[src/rtl/s256_pkg.sv]
`timescale 1ns / 1ps
package s256_pkg;

  typedef logic [31:0] word_t;

  typedef struct packed {
    logic load;
    logic round;
    logic fold;
    logic restart;
  } ctl_cmd_t;

  localparam word_t InitHash [8] = '{
    32'h6a09e667, 32'hbb67ae85, 32'h3c6ef372, 32'ha54ff53a,
    32'h510e527f, 32'h9b05688c, 32'h1f83d9ab, 32'h5be0cd19
  };

  localparam word_t RoundK [64] = '{
    32'h428a2f98, 32'h71374491, 32'hb5c0fbcf, 32'he9b5dba5,
    32'h3956c25b, 32'h59f111f1, 32'h923f82a4, 32'hab1c5ed5,
    32'hd807aa98, 32'h12835b01, 32'h243185be, 32'h550c7dc3,
    32'h72be5d74, 32'h80deb1fe, 32'h9bdc06a7, 32'hc19bf174,
    32'he49b69c1, 32'hefbe4786, 32'h0fc19dc6, 32'h240ca1cc,
    32'h2de92c6f, 32'h4a7484aa, 32'h5cb0a9dc, 32'h76f988da,
    32'h983e5152, 32'ha831c66d, 32'hb00327c8, 32'hbf597fc7,
    32'hc6e00bf3, 32'hd5a79147, 32'h06ca6351, 32'h14292967,
    32'h27b70a85, 32'h2e1b2138, 32'h4d2c6dfc, 32'h53380d13,
    32'h650a7354, 32'h766a0abb, 32'h81c2c92e, 32'h92722c85,
    32'ha2bfe8a1, 32'ha81a664b, 32'hc24b8b70, 32'hc76c51a3,
    32'hd192e819, 32'hd6990624, 32'hf40e3585, 32'h106aa070,
    32'h19a4c116, 32'h1e376c08, 32'h2748774c, 32'h34b0bcb5,
    32'h391c0cb3, 32'h4ed8aa4a, 32'h5b9cca4f, 32'h682e6ff3,
    32'h748f82ee, 32'h78a5636f, 32'h84c87814, 32'h8cc70208,
    32'h90befffa, 32'ha4506ceb, 32'hbef9a3f7, 32'hc67178f2
  };

  localparam logic [7:0] PadByte = 8'h80;
  localparam logic [5:0] LenPos = 6'd56;

endpackage

[src/rtl/s256_if.sv]
`timescale 1ns / 1ps
interface s256_in_if;
  logic       valid;
  logic       ready;
  logic [7:0] data_byte;
  logic       byte_valid;
  logic       end_of_message;
  modport source (output valid, data_byte, byte_valid, end_of_message, input ready);
  modport sink (input valid, data_byte, byte_valid, end_of_message, output ready);
endinterface

interface s256_out_if;
  logic        valid;
  logic        ready;
  logic [31:0] digest_word;
  logic [2:0]  word_index;
  logic        last_word;
  modport source (output valid, digest_word, word_index, last_word, input ready);
  modport sink (input valid, digest_word, word_index, last_word, output ready);
endinterface

[src/rtl/s256_core.sv]
`timescale 1ns / 1ps
module s256_core
  import s256_pkg::*;
(
  input  logic       clk_i,
  input  logic       rst_ni,
  input  ctl_cmd_t   cmd_i,
  input  logic [5:0] round_i,
  input  word_t      blk_i [16],
  input  logic [2:0] rd_idx_i,
  output word_t      rd_word_o
);

  word_t h_q [8];
  word_t v_q [8];
  word_t w_q [16];
  word_t w_new, wt, t1, t2, s0, s1, ch, mj, ls0, ls1;

  always_comb begin
    ls1 = {w_q[14][16:0], w_q[14][31:17]} ^ {w_q[14][18:0], w_q[14][31:19]}
          ^ (w_q[14] >> 10);
    ls0 = {w_q[1][6:0], w_q[1][31:7]} ^ {w_q[1][17:0], w_q[1][31:18]} ^ (w_q[1] >> 3);
    w_new = ls1 + w_q[9] + ls0 + w_q[0];
    wt = (round_i < 6'd16) ? w_q[round_i[3:0]] : w_new;
    s1 = {v_q[4][5:0], v_q[4][31:6]} ^ {v_q[4][10:0], v_q[4][31:11]}
         ^ {v_q[4][24:0], v_q[4][31:25]};
    ch = (v_q[4] & v_q[5]) ^ (~v_q[4] & v_q[6]);
    t1 = v_q[7] + s1 + ch + RoundK[round_i] + wt;
    s0 = {v_q[0][1:0], v_q[0][31:2]} ^ {v_q[0][12:0], v_q[0][31:13]}
         ^ {v_q[0][21:0], v_q[0][31:22]};
    mj = (v_q[0] & v_q[1]) ^ (v_q[0] & v_q[2]) ^ (v_q[1] & v_q[2]);
    t2 = s0 + mj;
  end

  assign rd_word_o = h_q[rd_idx_i];

  always_ff @(posedge clk_i or negedge rst_ni) begin
    if (!rst_ni) begin
      for (int i = 0; i < 8; i++) h_q[i] <= InitHash[i];
    end else if (cmd_i.restart) begin
      for (int i = 0; i < 8; i++) h_q[i] <= InitHash[i];
    end else if (cmd_i.fold) begin
      for (int i = 0; i < 8; i++) h_q[i] <= h_q[i] + v_q[i];
    end
  end

  always_ff @(posedge clk_i) begin
    if (cmd_i.load) begin
      for (int i = 0; i < 16; i++) w_q[i] <= blk_i[i];
      for (int i = 0; i < 8; i++) v_q[i] <= h_q[i];
    end else if (cmd_i.round) begin
      if (round_i >= 6'd16) begin
        for (int i = 0; i < 15; i++) w_q[i] <= w_q[i+1];
        w_q[15] <= w_new;
      end
      v_q[7] <= v_q[6]; v_q[6] <= v_q[5]; v_q[5] <= v_q[4];
      v_q[4] <= v_q[3] + t1;
      v_q[3] <= v_q[2]; v_q[2] <= v_q[1]; v_q[1] <= v_q[0];
      v_q[0] <= t1 + t2;
    end
  end

endmodule

[src/rtl/s256_ctrl.sv]
`timescale 1ns / 1ps
module s256_ctrl
  import s256_pkg::*;
(
  input  logic          clk_i,
  input  logic          rst_ni,
  s256_in_if.sink       in_if,
  s256_out_if.source    out_if,
  output ctl_cmd_t      cmd_o,
  output logic [5:0]    round_o,
  output word_t         blk_o [16],
  output logic [2:0]    rd_idx_o,
  input  word_t         rd_word_i
);

  typedef enum logic [2:0] {
    ST_IDLE, ST_ROUND, ST_FOLD, ST_PAD, ST_EMIT
  } state_e;

  state_e      state_q;
  logic [31:0] buf_q [16];
  logic [31:0] pad_blk [16];
  logic [5:0]  fill_q;
  logic [63:0] bits_q;
  logic [5:0]  round_q;
  logic        fin_q;
  logic        lenblk_q;
  logic [2:0]  idx_q;
  logic        ovalid_q;
  logic [31:0] oword_q;
  logic        mark_q;
  logic        acc;
  ctl_cmd_t    cmd_d;

  assign in_if.ready = (state_q == ST_IDLE);
  assign acc = in_if.valid && in_if.ready;
  assign round_o = round_q;
  assign rd_idx_o = idx_q;
  assign out_if.valid = ovalid_q;
  assign out_if.digest_word = oword_q;
  assign out_if.word_index = idx_q - 3'd1;
  assign out_if.last_word = (idx_q == 3'd0);

  always_comb begin
    for (int i = 0; i < 16; i++) blk_o[i] = buf_q[i];
  end

  always_comb begin
    cmd_d = '0;
    unique case (state_q)
      ST_IDLE:  cmd_d.load = acc && in_if.byte_valid && (fill_q == 6'd63);
      ST_ROUND: cmd_d.round = !(cmd_o.round && round_q == 6'd63);
      ST_FOLD:  cmd_d.fold = !cmd_o.fold;
      ST_PAD:   cmd_d.load = 1'b1;
      ST_EMIT:  cmd_d.restart = ovalid_q && out_if.ready && (idx_q == 3'd0);
      default:  cmd_d = '0;
    endcase
  end

  always_ff @(posedge clk_i or negedge rst_ni) begin
    if (!rst_ni) begin
      state_q <= ST_IDLE;
      fill_q <= '0;
      bits_q <= '0;
      round_q <= '0;
      fin_q <= 1'b0;
      lenblk_q <= 1'b0;
      idx_q <= '0;
      ovalid_q <= 1'b0;
      oword_q <= '0;
      cmd_o <= '0;
    end else begin
      cmd_o <= cmd_d;
      unique case (state_q)
        ST_IDLE: begin
          if (acc) begin
            fin_q <= in_if.end_of_message;
            lenblk_q <= 1'b0;
            if (in_if.byte_valid) begin
              bits_q <= bits_q + 64'd8;
              fill_q <= fill_q + 6'd1;
              if (fill_q == 6'd63) begin
                round_q <= '0;
                state_q <= ST_ROUND;
              end else if (in_if.end_of_message) begin
                state_q <= ST_PAD;
              end
            end else if (in_if.end_of_message) begin
              state_q <= ST_PAD;
            end
          end
        end
        ST_ROUND: begin
          if (cmd_o.round) begin
            round_q <= round_q + 6'd1;
            if (round_q == 6'd63) state_q <= ST_FOLD;
          end
        end
        ST_FOLD: begin
          if (cmd_o.fold) begin
            if (lenblk_q) begin
              idx_q <= '0;
              state_q <= ST_EMIT;
            end else if (fin_q) state_q <= ST_PAD;
            else state_q <= ST_IDLE;
          end
        end
        ST_PAD: begin
          // buffer write happens below; go compress
          if (fill_q < LenPos) lenblk_q <= 1'b1;
          fill_q <= '0;
          round_q <= '0;
          state_q <= ST_ROUND;
        end
        ST_EMIT: begin
          if (!ovalid_q || out_if.ready) begin
            if (ovalid_q && idx_q == 3'd0) begin
              ovalid_q <= 1'b0;
              bits_q <= '0;
              fill_q <= '0;
              fin_q <= 1'b0;
              state_q <= ST_IDLE;
            end else begin
              ovalid_q <= 1'b1;
              oword_q <= rd_word_i;
              idx_q <= idx_q + 3'd1;
            end
          end
        end
        default: state_q <= ST_IDLE;
      endcase
    end
  end

  // pad marker flag: set by the first pad pass of a finalize, cleared in idle
  always_ff @(posedge clk_i or negedge rst_ni) begin
    if (!rst_ni) mark_q <= 1'b0;
    else if (state_q == ST_IDLE) mark_q <= 1'b0;
    else if (state_q == ST_PAD) mark_q <= 1'b1;
  end

  always_comb begin
    for (int i = 0; i < 16; i++) begin
      pad_blk[i] = buf_q[i];
      for (int j = 0; j < 4; j++) begin
        if (6'(4*i+j) >= fill_q) begin
          if (!mark_q && 6'(4*i+j) == fill_q) pad_blk[i][8*(3-j) +: 8] = PadByte;
          else pad_blk[i][8*(3-j) +: 8] = 8'h00;
        end
      end
    end
    if (mark_q || fill_q < LenPos) begin
      pad_blk[14] = bits_q[63:32];
      pad_blk[15] = bits_q[31:0];
    end
  end

  always_ff @(posedge clk_i) begin
    if (state_q == ST_PAD) begin
      for (int i = 0; i < 16; i++) buf_q[i] <= pad_blk[i];
    end else if (acc && in_if.byte_valid) begin
      buf_q[fill_q[5:2]][{~fill_q[1:0], 3'b000} +: 8] <= in_if.data_byte;
    end
  end

`ifndef NO_ASSERTIONS
  a_ready_idle: assert property (@(posedge clk_i) disable iff (!rst_ni)
    in_if.ready |-> !ovalid_q) else $error("ready while emitting");
  a_cmd_excl: assert property (@(posedge clk_i) disable iff (!rst_ni)
    $countones(cmd_o) <= 1) else $error("overlapping commands");
  a_emit_state: assert property (@(posedge clk_i) disable iff (!rst_ni)
    ovalid_q |-> state_q == ST_EMIT) else $error("output outside emit");
`endif

endmodule

[src/rtl/sha256_stream_hash_top.sv]
`timescale 1ns / 1ps
// sha-256 over a byte stream
// input channel in_if: one item per byte with byte_valid and end_of_message;
//   byte_valid low with end_of_message high finalizes the current message
// output channel out_if: eight digest words, word_index 0..7, last_word on 7
// after the 64th byte of a block input is not ready while the block is loaded,
//   compressed in 64 rounds at one per cycle and folded into the hash
// input takes bytes only in idle, never while a block is being compressed
// a finalize adds one or two padded blocks, each loaded, compressed and folded;
//   the first digest word follows the last fold, then one word per cycle while
//   the receiver is ready
// the output holds its word while the receiver stalls; no input is taken
//   until the last word is delivered
// after the digest the hash restarts from the initial values
// reset loads the initial values and clears counts; no clearing pass
module sha256_stream_hash_top
  import s256_pkg::*;
(
  input  logic       clk_i,
  input  logic       rst_ni,
  s256_in_if.sink    in_if,
  s256_out_if.source out_if
);

  ctl_cmd_t   cmd;
  logic [5:0] round;
  word_t      blk [16];
  logic [2:0] rd_idx;
  word_t      rd_word;

  s256_ctrl u_ctrl (
    .clk_i, .rst_ni, .in_if, .out_if,
    .cmd_o(cmd), .round_o(round), .blk_o(blk), .rd_idx_o(rd_idx), .rd_word_i(rd_word)
  );

  s256_core u_core (
    .clk_i, .rst_ni, .cmd_i(cmd), .round_i(round), .blk_i(blk),
    .rd_idx_i(rd_idx), .rd_word_o(rd_word)
  );

endmodule
[src/flat_wrapper.sv]
// flat-port wrapper written by rule: the top's interface ports become plain ports
module sha256_stream_hash_top_flat import s256_pkg::*;
  (clk_i, rst_ni, in_if_valid, in_if_data_byte, in_if_byte_valid, in_if_end_of_message, in_if_ready, out_if_valid, out_if_digest_word, out_if_word_index, out_if_last_word, out_if_ready);
  s256_in_if in_if_i ();
  s256_out_if out_if_i ();
  input  logic clk_i;
  input  logic rst_ni;
  input wire logic [$bits(in_if_i.valid)-1:0] in_if_valid;
  input wire logic [$bits(in_if_i.data_byte)-1:0] in_if_data_byte;
  input wire logic [$bits(in_if_i.byte_valid)-1:0] in_if_byte_valid;
  input wire logic [$bits(in_if_i.end_of_message)-1:0] in_if_end_of_message;
  output wire logic [$bits(in_if_i.ready)-1:0] in_if_ready;
  output wire logic [$bits(out_if_i.valid)-1:0] out_if_valid;
  output wire logic [$bits(out_if_i.digest_word)-1:0] out_if_digest_word;
  output wire logic [$bits(out_if_i.word_index)-1:0] out_if_word_index;
  output wire logic [$bits(out_if_i.last_word)-1:0] out_if_last_word;
  input wire logic [$bits(out_if_i.ready)-1:0] out_if_ready;
  assign in_if_i.valid = in_if_valid;
  assign in_if_i.data_byte = in_if_data_byte;
  assign in_if_i.byte_valid = in_if_byte_valid;
  assign in_if_i.end_of_message = in_if_end_of_message;
  assign in_if_ready = in_if_i.ready;
  assign out_if_valid = out_if_i.valid;
  assign out_if_digest_word = out_if_i.digest_word;
  assign out_if_word_index = out_if_i.word_index;
  assign out_if_last_word = out_if_i.last_word;
  assign out_if_i.ready = out_if_ready;
  sha256_stream_hash_top u_core (.clk_i(clk_i), .rst_ni(rst_ni), .in_if(in_if_i), .out_if(out_if_i));
endmodule
[config.mk]
export PLATFORM = sky130hd
export DESIGN_NAME = sha256_stream_hash_top_flat
export DESIGN_NICKNAME = d
export VERILOG_FILES = /design/src/rtl/s256_pkg.sv /design/src/rtl/s256_if.sv /design/src/rtl/s256_core.sv /design/src/rtl/s256_ctrl.sv /design/src/rtl/sha256_stream_hash_top.sv /design/src/flat_wrapper.sv
export SDC_FILE = /design/constraint.sdc
export NUM_CORES = 2
export LEC_CHECK = 0
export ABC_AREA = 1
export ABC_CLOCK_PERIOD_IN_PS = 50300
export BUFFER_PORTS_ARGS = -buffer_cell sky130_fd_sc_hd__buf_2
export CORE_ASPECT_RATIO = 1.1
export CORE_MARGIN = 8
export CORE_UTILIZATION = 45
export CTS_CLUSTER_DIAMETER = 30
export DETAILED_ROUTE_END_ITERATION = 10
export SYNTH_ARGS = -nofsm -noshare
export SYNTH_HDL_FRONTEND = slang
export SYNTH_HIERARCHICAL = 1
export SYNTH_SLANG_ARGS = --single-unit
[constraint.sdc]
create_clock -name clk_i -period 50.3 [get_ports clk_i]
set_input_delay 15.09 -clock clk_i [delete_from_list [all_inputs] [get_ports clk_i]]
set_output_delay 15.09 -clock clk_i [all_outputs]
set_load 0.005 [all_outputs]
Word-level counts from Yosys, hierarchy flattened

Memory sizes are Yosys's and may differ from the RTL's.
Cells that the tools add are included.

$add $sub $neg: 24
Order comparisons: 69
Equality and inequality tests: 80
Shift-type cells: 2
Mux-type cells: 224
Bitwise gates (word level): 45
Reductions and logical operators: 96

Operators with widths:

| operator               | number |
|---|---|
| $mux 32                | 32 |
| $mux 8                 | 128 |
| $add 32x32->32         | 18 |
| $mux 256               | 2 |
| $mux 64                | 5 |
| $xor 32x32->32         | 9 |
| $eq 6x6->1 const A     | 32 |
| $ge 6x6->1 const A     | 32 |
| $and 32x32->32         | 5 |
| $pmux 64 s2            | 1 |
| $bmux 32 s3            | 1 |
| $eq 5x6->1 const A     | 16 |
| $ge 5x6->1 const A     | 16 |
| $logic_and 1x1->1      | 71 |
| $add 64x4->64 const B  | 1 |
| $eq 4x6->1 const A     | 8 |
| $ge 4x6->1 const A     | 8 |
| $mux 6                 | 8 |
| $mux 3                 | 14 |
| $pmux 6 s3             | 2 |
| $not 32->32            | 1 |
| $reduce_or 32->1       | 1 |
| $shift 8x7->32 const A | 1 |
| $shiftx 8x7->32        | 1 |
| other kinds (45)       | 127 |

Flip-flop bits (word level): 378
Memory bits (writable): 1280
Memory bits (read-only): 2048
Bits of input ports: 14
Output and inout bits: 38
Logic and storage cells: 566
Memories kept: 4

Memory list:

| name                | depth | bits a word | rd ports | clocked after Yosys merged registers in | write ports | line            | RTL |
|---|---|---|---|---|---|---|---|
| (name not given)    | 64    | 32          | 1        | 0                                       | 0           | s256_core.sv:28 | `t1 = v_q[7] + s1 + ch + RoundK[round_i] + wt;` |
| u_core.u_core.w_q   | 16    | 32          | 17       | 0                                       | 16          | s256_core.sv:16 | `word_t w_q [16];` |
| u_core.u_ctrl.buf_q | 16    | 32          | 16       | 0                                       | 16          | s256_ctrl.sv:21 | `logic [31:0] buf_q [16];` |
| u_core.u_core.v_q   | 8     | 32          | 8        | 0                                       | 8           | s256_core.sv:15 | `word_t v_q [8];` |

Logic depth before layout (Yosys ltp)

An unclocked memory read counts as a cell.

Depth after elaboration: 10
Depth in mapped cells: 46
Mapped depth without buffers: 46

Cells and area by module

The synthesis kept the hierarchy.

By module, submodules not included:

| module    | times used | cells an instance | area each (µm²) | sequential area each (µm²) |
|---|---|---|---|---|
| s256_core | 1          | 9535              | 77899.7         | 29638.4 |
| s256_ctrl | 1          | 2406              | 26317.7         | 18352.6 |

Worst setup path after synthesis

OpenSTA, ideal clock, no wires.

Path kind: flip-flop to flip-flop
Start: register u_core.u_ctrl.round_q[4] (netlist: u_core/u_ctrl/round_o[4])
End: memory u_core/u_core/w_q[0][0] (netlist bit) (enable)
Setup time: 2.099 ns
Arrival time: 36.678 ns
Data required time: 48.201 ns
Slack: 11.523 ns
Stages on the path, launching flop included: 6
Path buffers: 3
Path through: dfrtp_1 buf_2 nor2_4 clkbuf_1 clkbuf_1 o21ai_0

RTL lines:

| item                   | line            | RTL |
|---|---|---|
| from (decl)            | s256_ctrl.sv:25 | `logic [5:0] round_q;` |
| from (signal assigned) | s256_ctrl.sv:95 | `round_q <= round_q + 6'd1;` |
| to (decl)              | s256_core.sv:16 |  |

Worst setup path in the final report

Start: register u_core.u_ctrl.idx_q[1] (netlist: u_core/u_ctrl/rd_idx_o[1])
End: output out_if_word_index[2]

Word-level cells in the longest chain between the ends: 1

RTL lines:

| item                   | line               | RTL |
|---|---|---|
| from (decl)            | s256_ctrl.sv:28    | `logic [2:0] idx_q;` |
| from (signal assigned) | s256_ctrl.sv:126   | `idx_q <= idx_q + 3'd1;` |
| $sub 3x1->3            | s256_ctrl.sv:41    | `assign out_if.word_index = idx_q - 3'd1;` |
| to (decl)              | flat_wrapper.sv:15 | `output wire logic [$bits(out_if_i.word_index)-1:0] out_if_word_index;` |

No other way between the ends.

==> out/metrics.cfg <==
[run_status]
status = finished, final reports clean

[power]
pwr-share-comb = 0.003
p_seq_frac = 0.362
power_density_nw_per_um2 = 33.41
cell_internal_pwr_mw = 3.193
power.switching_mw = 0.8453
clockPowerShare = 0.635
swShare = 0.2093
vdd_drop_max_mv = 0.03118
p_leak_nw = 51.32

[placement]
io_buffers = 51
placedCellCount = 14700
gp_congestion = 1.044
hpwl_mm = 336.1
dpl-instance-area_um2 = 107400

[routing]
first_pass_iters = 8
final_antenna_net_count = 0
wirelength_mm = 449.4
vias = 92560
wl_per_cell_um = 29.10
route.detailed.drc = 0
drt-initial-drc-count = 11140
drt-vias-per-instance = 5.994

[synthesis]
synth_ff_type = edfxtp_1
synthSimpleGateAreaFrac = 0.1688
muxShareOfSynthArea = 0.02190
ys.warnings.count = 6
synth_area_per_cell_um2 = 8.728
synth_edf_count = 1280
yosysSeqAreaShare = 0.4605
synth_cells = 11940
synth_compound_area_frac = 0.1506
synth-adder-area-share = 0.08935
ys_seq_elements = 1655
yosys.area.top_type = edfxtp_1
synth_xor_area_frac = 0.03580
synthTopCellsByArea = edfxtp_1, nand2_1, o21ai_0
syn-num-nets = 12560
synth_top_area_share = 0.3688
ys_async_sr_fraction = 0.2266
netlist_area_um2 = 104200
ys_types = 80
synth_top_family_by_area = simple AND/OR/NAND/NOR gates

[finish]
utilization = 0.5243
syn_to_final_growth_pct = 15.98
nets = 12630
drive_gt1_frac = 0.1086
stdcell_count = 15440
postLayoutCellArea_um2 = 120900

[sta]
max_freq_mhz = 57.33
post-route-min-period_ns = 17.44
period_share = 0.3468
skew_ns = 0.1258
setup_viol = 0
drv_slew = 0
hold_violations = 0
tightest_slew_ns = 1.433
slew_headroom = 0.04482
rsz0062_at_grt = false
timing.setup.tns_ns = 0

[clock_tree]
clock-root-buffer = clkbuf_16
clk_latency_ns = 0.96
cts_tree = done
cts-hold-fix-buffers = 0
cts_resized = 0
max-clock-path-buffers = 4
numCtsBuffers = 395
cts.sinks = 1655
htree_levels = 5
clk_pin_slew_worst_paths_ns = 0.05
postCtsSetupBuffers = 0

[floorplan]
io_pins = 52
die_h_um = 520.7
start_util = 0.4520
dieArea_um2 = 247300
die_x_um = 474.8
core-area_um2 = 230500
core.rowCount = 185

[worst_setup_path]
slowest_delay_ns = 0.49
crit_type = flip-flop to output pin
cp_data_arrival_time_ns = 2.35
critPathLaunchType = flip-flop
worstSetupEndpointType = output pin
crit_buf_inv = 3
worstPathMaxFanout = 38
cp_slowest_cell = buf_4
worstPathCellList = buf_4 -> inv_1 -> ha_1 -> xor2_1 -> buf_2
cp_top_family = buffers and inverters
critPathRequiredTime_ns = 35.21

[grt]
grt_antenna_before_repair = 21
grt_usage = 0.3516
grt_max_degree = 199
grt_pass1_vias = 90410
grt_overflow = 0
grt_first_pass_wirelength_mm = 637.2

[worst_hold_path]
hold_path_class = flip-flop to flip-flop

[run]
maxCapViolCount = 0

-- synthesized netlist by cell type, types with 200 or more instances --
cell type / n
mux2_2: 200
inv_1: 1428
xor2_1: 247
o22ai_1: 241
a21oi_1: 676
o21ai_0: 1217
nand2_1: 2459
ha_1: 409
clkbuf_1: 371
nand3_1: 431
edfxtp_1: 1280
nor2_1: 1077
dfrtp_1: 239
-- stage by stage --
stage	setup slack [ns]	total power, mW	hold WS [ns]
after floorplan	11.52	1.487	0.4426
after global placement	32.24	1.498	0.4608
after detailed placement	32.20	1.498	0.4782
after CTS	32.80	4.058	0.4630
after global routing	32.76	4.129	0.4798
final	32.86	4.039	0.4629
-- worst min-delay path: stages (launching register included) --
cell and delay (ns):
edfxtp_1 0.32, nand2_1 0.05, o21ai_0 0.06
-- layout by cell type, fill, tap and decap left out, types with 179 or more instances in the layout --
| cell | synthesis | routed |
|---|---|---|
| a21oi_1 | 676 | 676 |
| clkbuf_16 | 0 | 399 |
| dfrtp_1 | 239 | 235 |
| edfxtp_1 | 1280 | 1280 |
| fa_1 | 195 | 195 |
| ha_1 | 409 | 409 |
| inv_1 | 1428 | 1423 |
| mux2_2 | 200 | 200 |
| nand2_1 | 2459 | 2457 |
| nand3_1 | 431 | 430 |
| nor2_1 | 1077 | 1061 |
| o21ai_0 | 1217 | 1213 |
| o22ai_1 | 241 | 241 |
| xnor2_1 | 179 | 179 |
| xor2_1 | 247 | 247 |
-- registers in the layout, summed over array words and instances (netlist names) --
register	cells
u_core/u_ctrl/fill_q	6
u_core/u_ctrl/mark_q	1
u_core/u_core/h_q	256
u_core/u_ctrl/buf_q	512
u_core/u_ctrl/bits_q	61
u_core/u_core/v_q	256
u_core/u_ctrl/cmd_o	4
u_core/u_ctrl/rd_idx_o	3
u_core/u_core/w_q	512
u_core/u_ctrl/out_if.valid	1
u_core/u_ctrl/fin_q	1
u_core/u_ctrl/lenblk_q	1
u_core/u_ctrl/state_q	3
u_core/u_ctrl/round_o	6
u_core/u_ctrl/out_if.digest_word	32
-- path summary, 6_finish.rpt --
| path | from | end | slack [ns] | cells after the start |
|---|---|---|---|---|
| setup / recovery | u_core/u_ctrl/rd_idx_o[1]$_DFFE_PN0P_ | out_if_word_index[2] | 32.86 | 5 |
| hold / removal | u_core/u_ctrl/buf_q[4][6]$_SDFFCE_PN0P_ | u_core/u_core/w_q[4][6]$_DFFE_PP_ | 0.46 | 2 |
| setup reg to reg | u_core/u_core/w_q[1][19]$_DFFE_PP_ | u_core/u_core/v_q[0][31]$_DFFE_PP_ | 38.00 | 45 |
| hold reg to reg | u_core/u_ctrl/buf_q[4][6]$_SDFFCE_PN0P_ | u_core/u_core/w_q[4][6]$_DFFE_PP_ | 0.46 | 2 |
| max in group asynchronous | rst_ni | u_core/u_ctrl/rd_idx_o[0]$_DFFE_PN0P_ | 33.20 | 4 |
| min in group asynchronous | rst_ni | u_core/u_core/h_q[74]$_DFFE_PN0P_ | 14.27 | 1 |
-- power groups by stage --
stage	sequential (mW)	clock [mW]	combinational [mW]
after floorplan	1.49	0	0.00162
after CTS	1.46	2.58	0.0125
after detailed placement	1.49	0	0.0125
after global placement	1.49	0	0.0124
after global routing	1.46	2.66	0.0133
final	1.46	2.56	0.0122
-- layout make-up --
cell class                      count  area [um2]
Fill cell                       21320      109700
Multi-Input combinational cell   8325       48740
Sequential cell                  1655       48000
Clock buffer                      496       10700
Inverter                         1446        5451
Tap cell                         3085        3860
Clock inverter                    232        2708
Timing Repair Buffer              187        1374
Antenna cell                       15       37.54
-- cell families (layout without fill, tap and decap cells) --
kind of cell               Yosys count  after routing
buffers and inverters             1961           2361
muxes                              203            203
xor gates and xnor gates           426            426
DFF                               1655           1655
adders and majority gates          633            633
AOI/OAI and AO/OA                 2752           2752
other                                0             15
and+or+nand+nor                   4311           4311
-- metal layers --
metal	GRT usage	vias to the layer above	share of wire
li1	-	40950	-
met1	0.4104	44910	0.36
met2	0.5659	5213	0.46
met3	0.07108	1478	0.088
met4	0.2762	6	0.099
met5	0	-	0.00010
(Power assumes the default switching activity.)
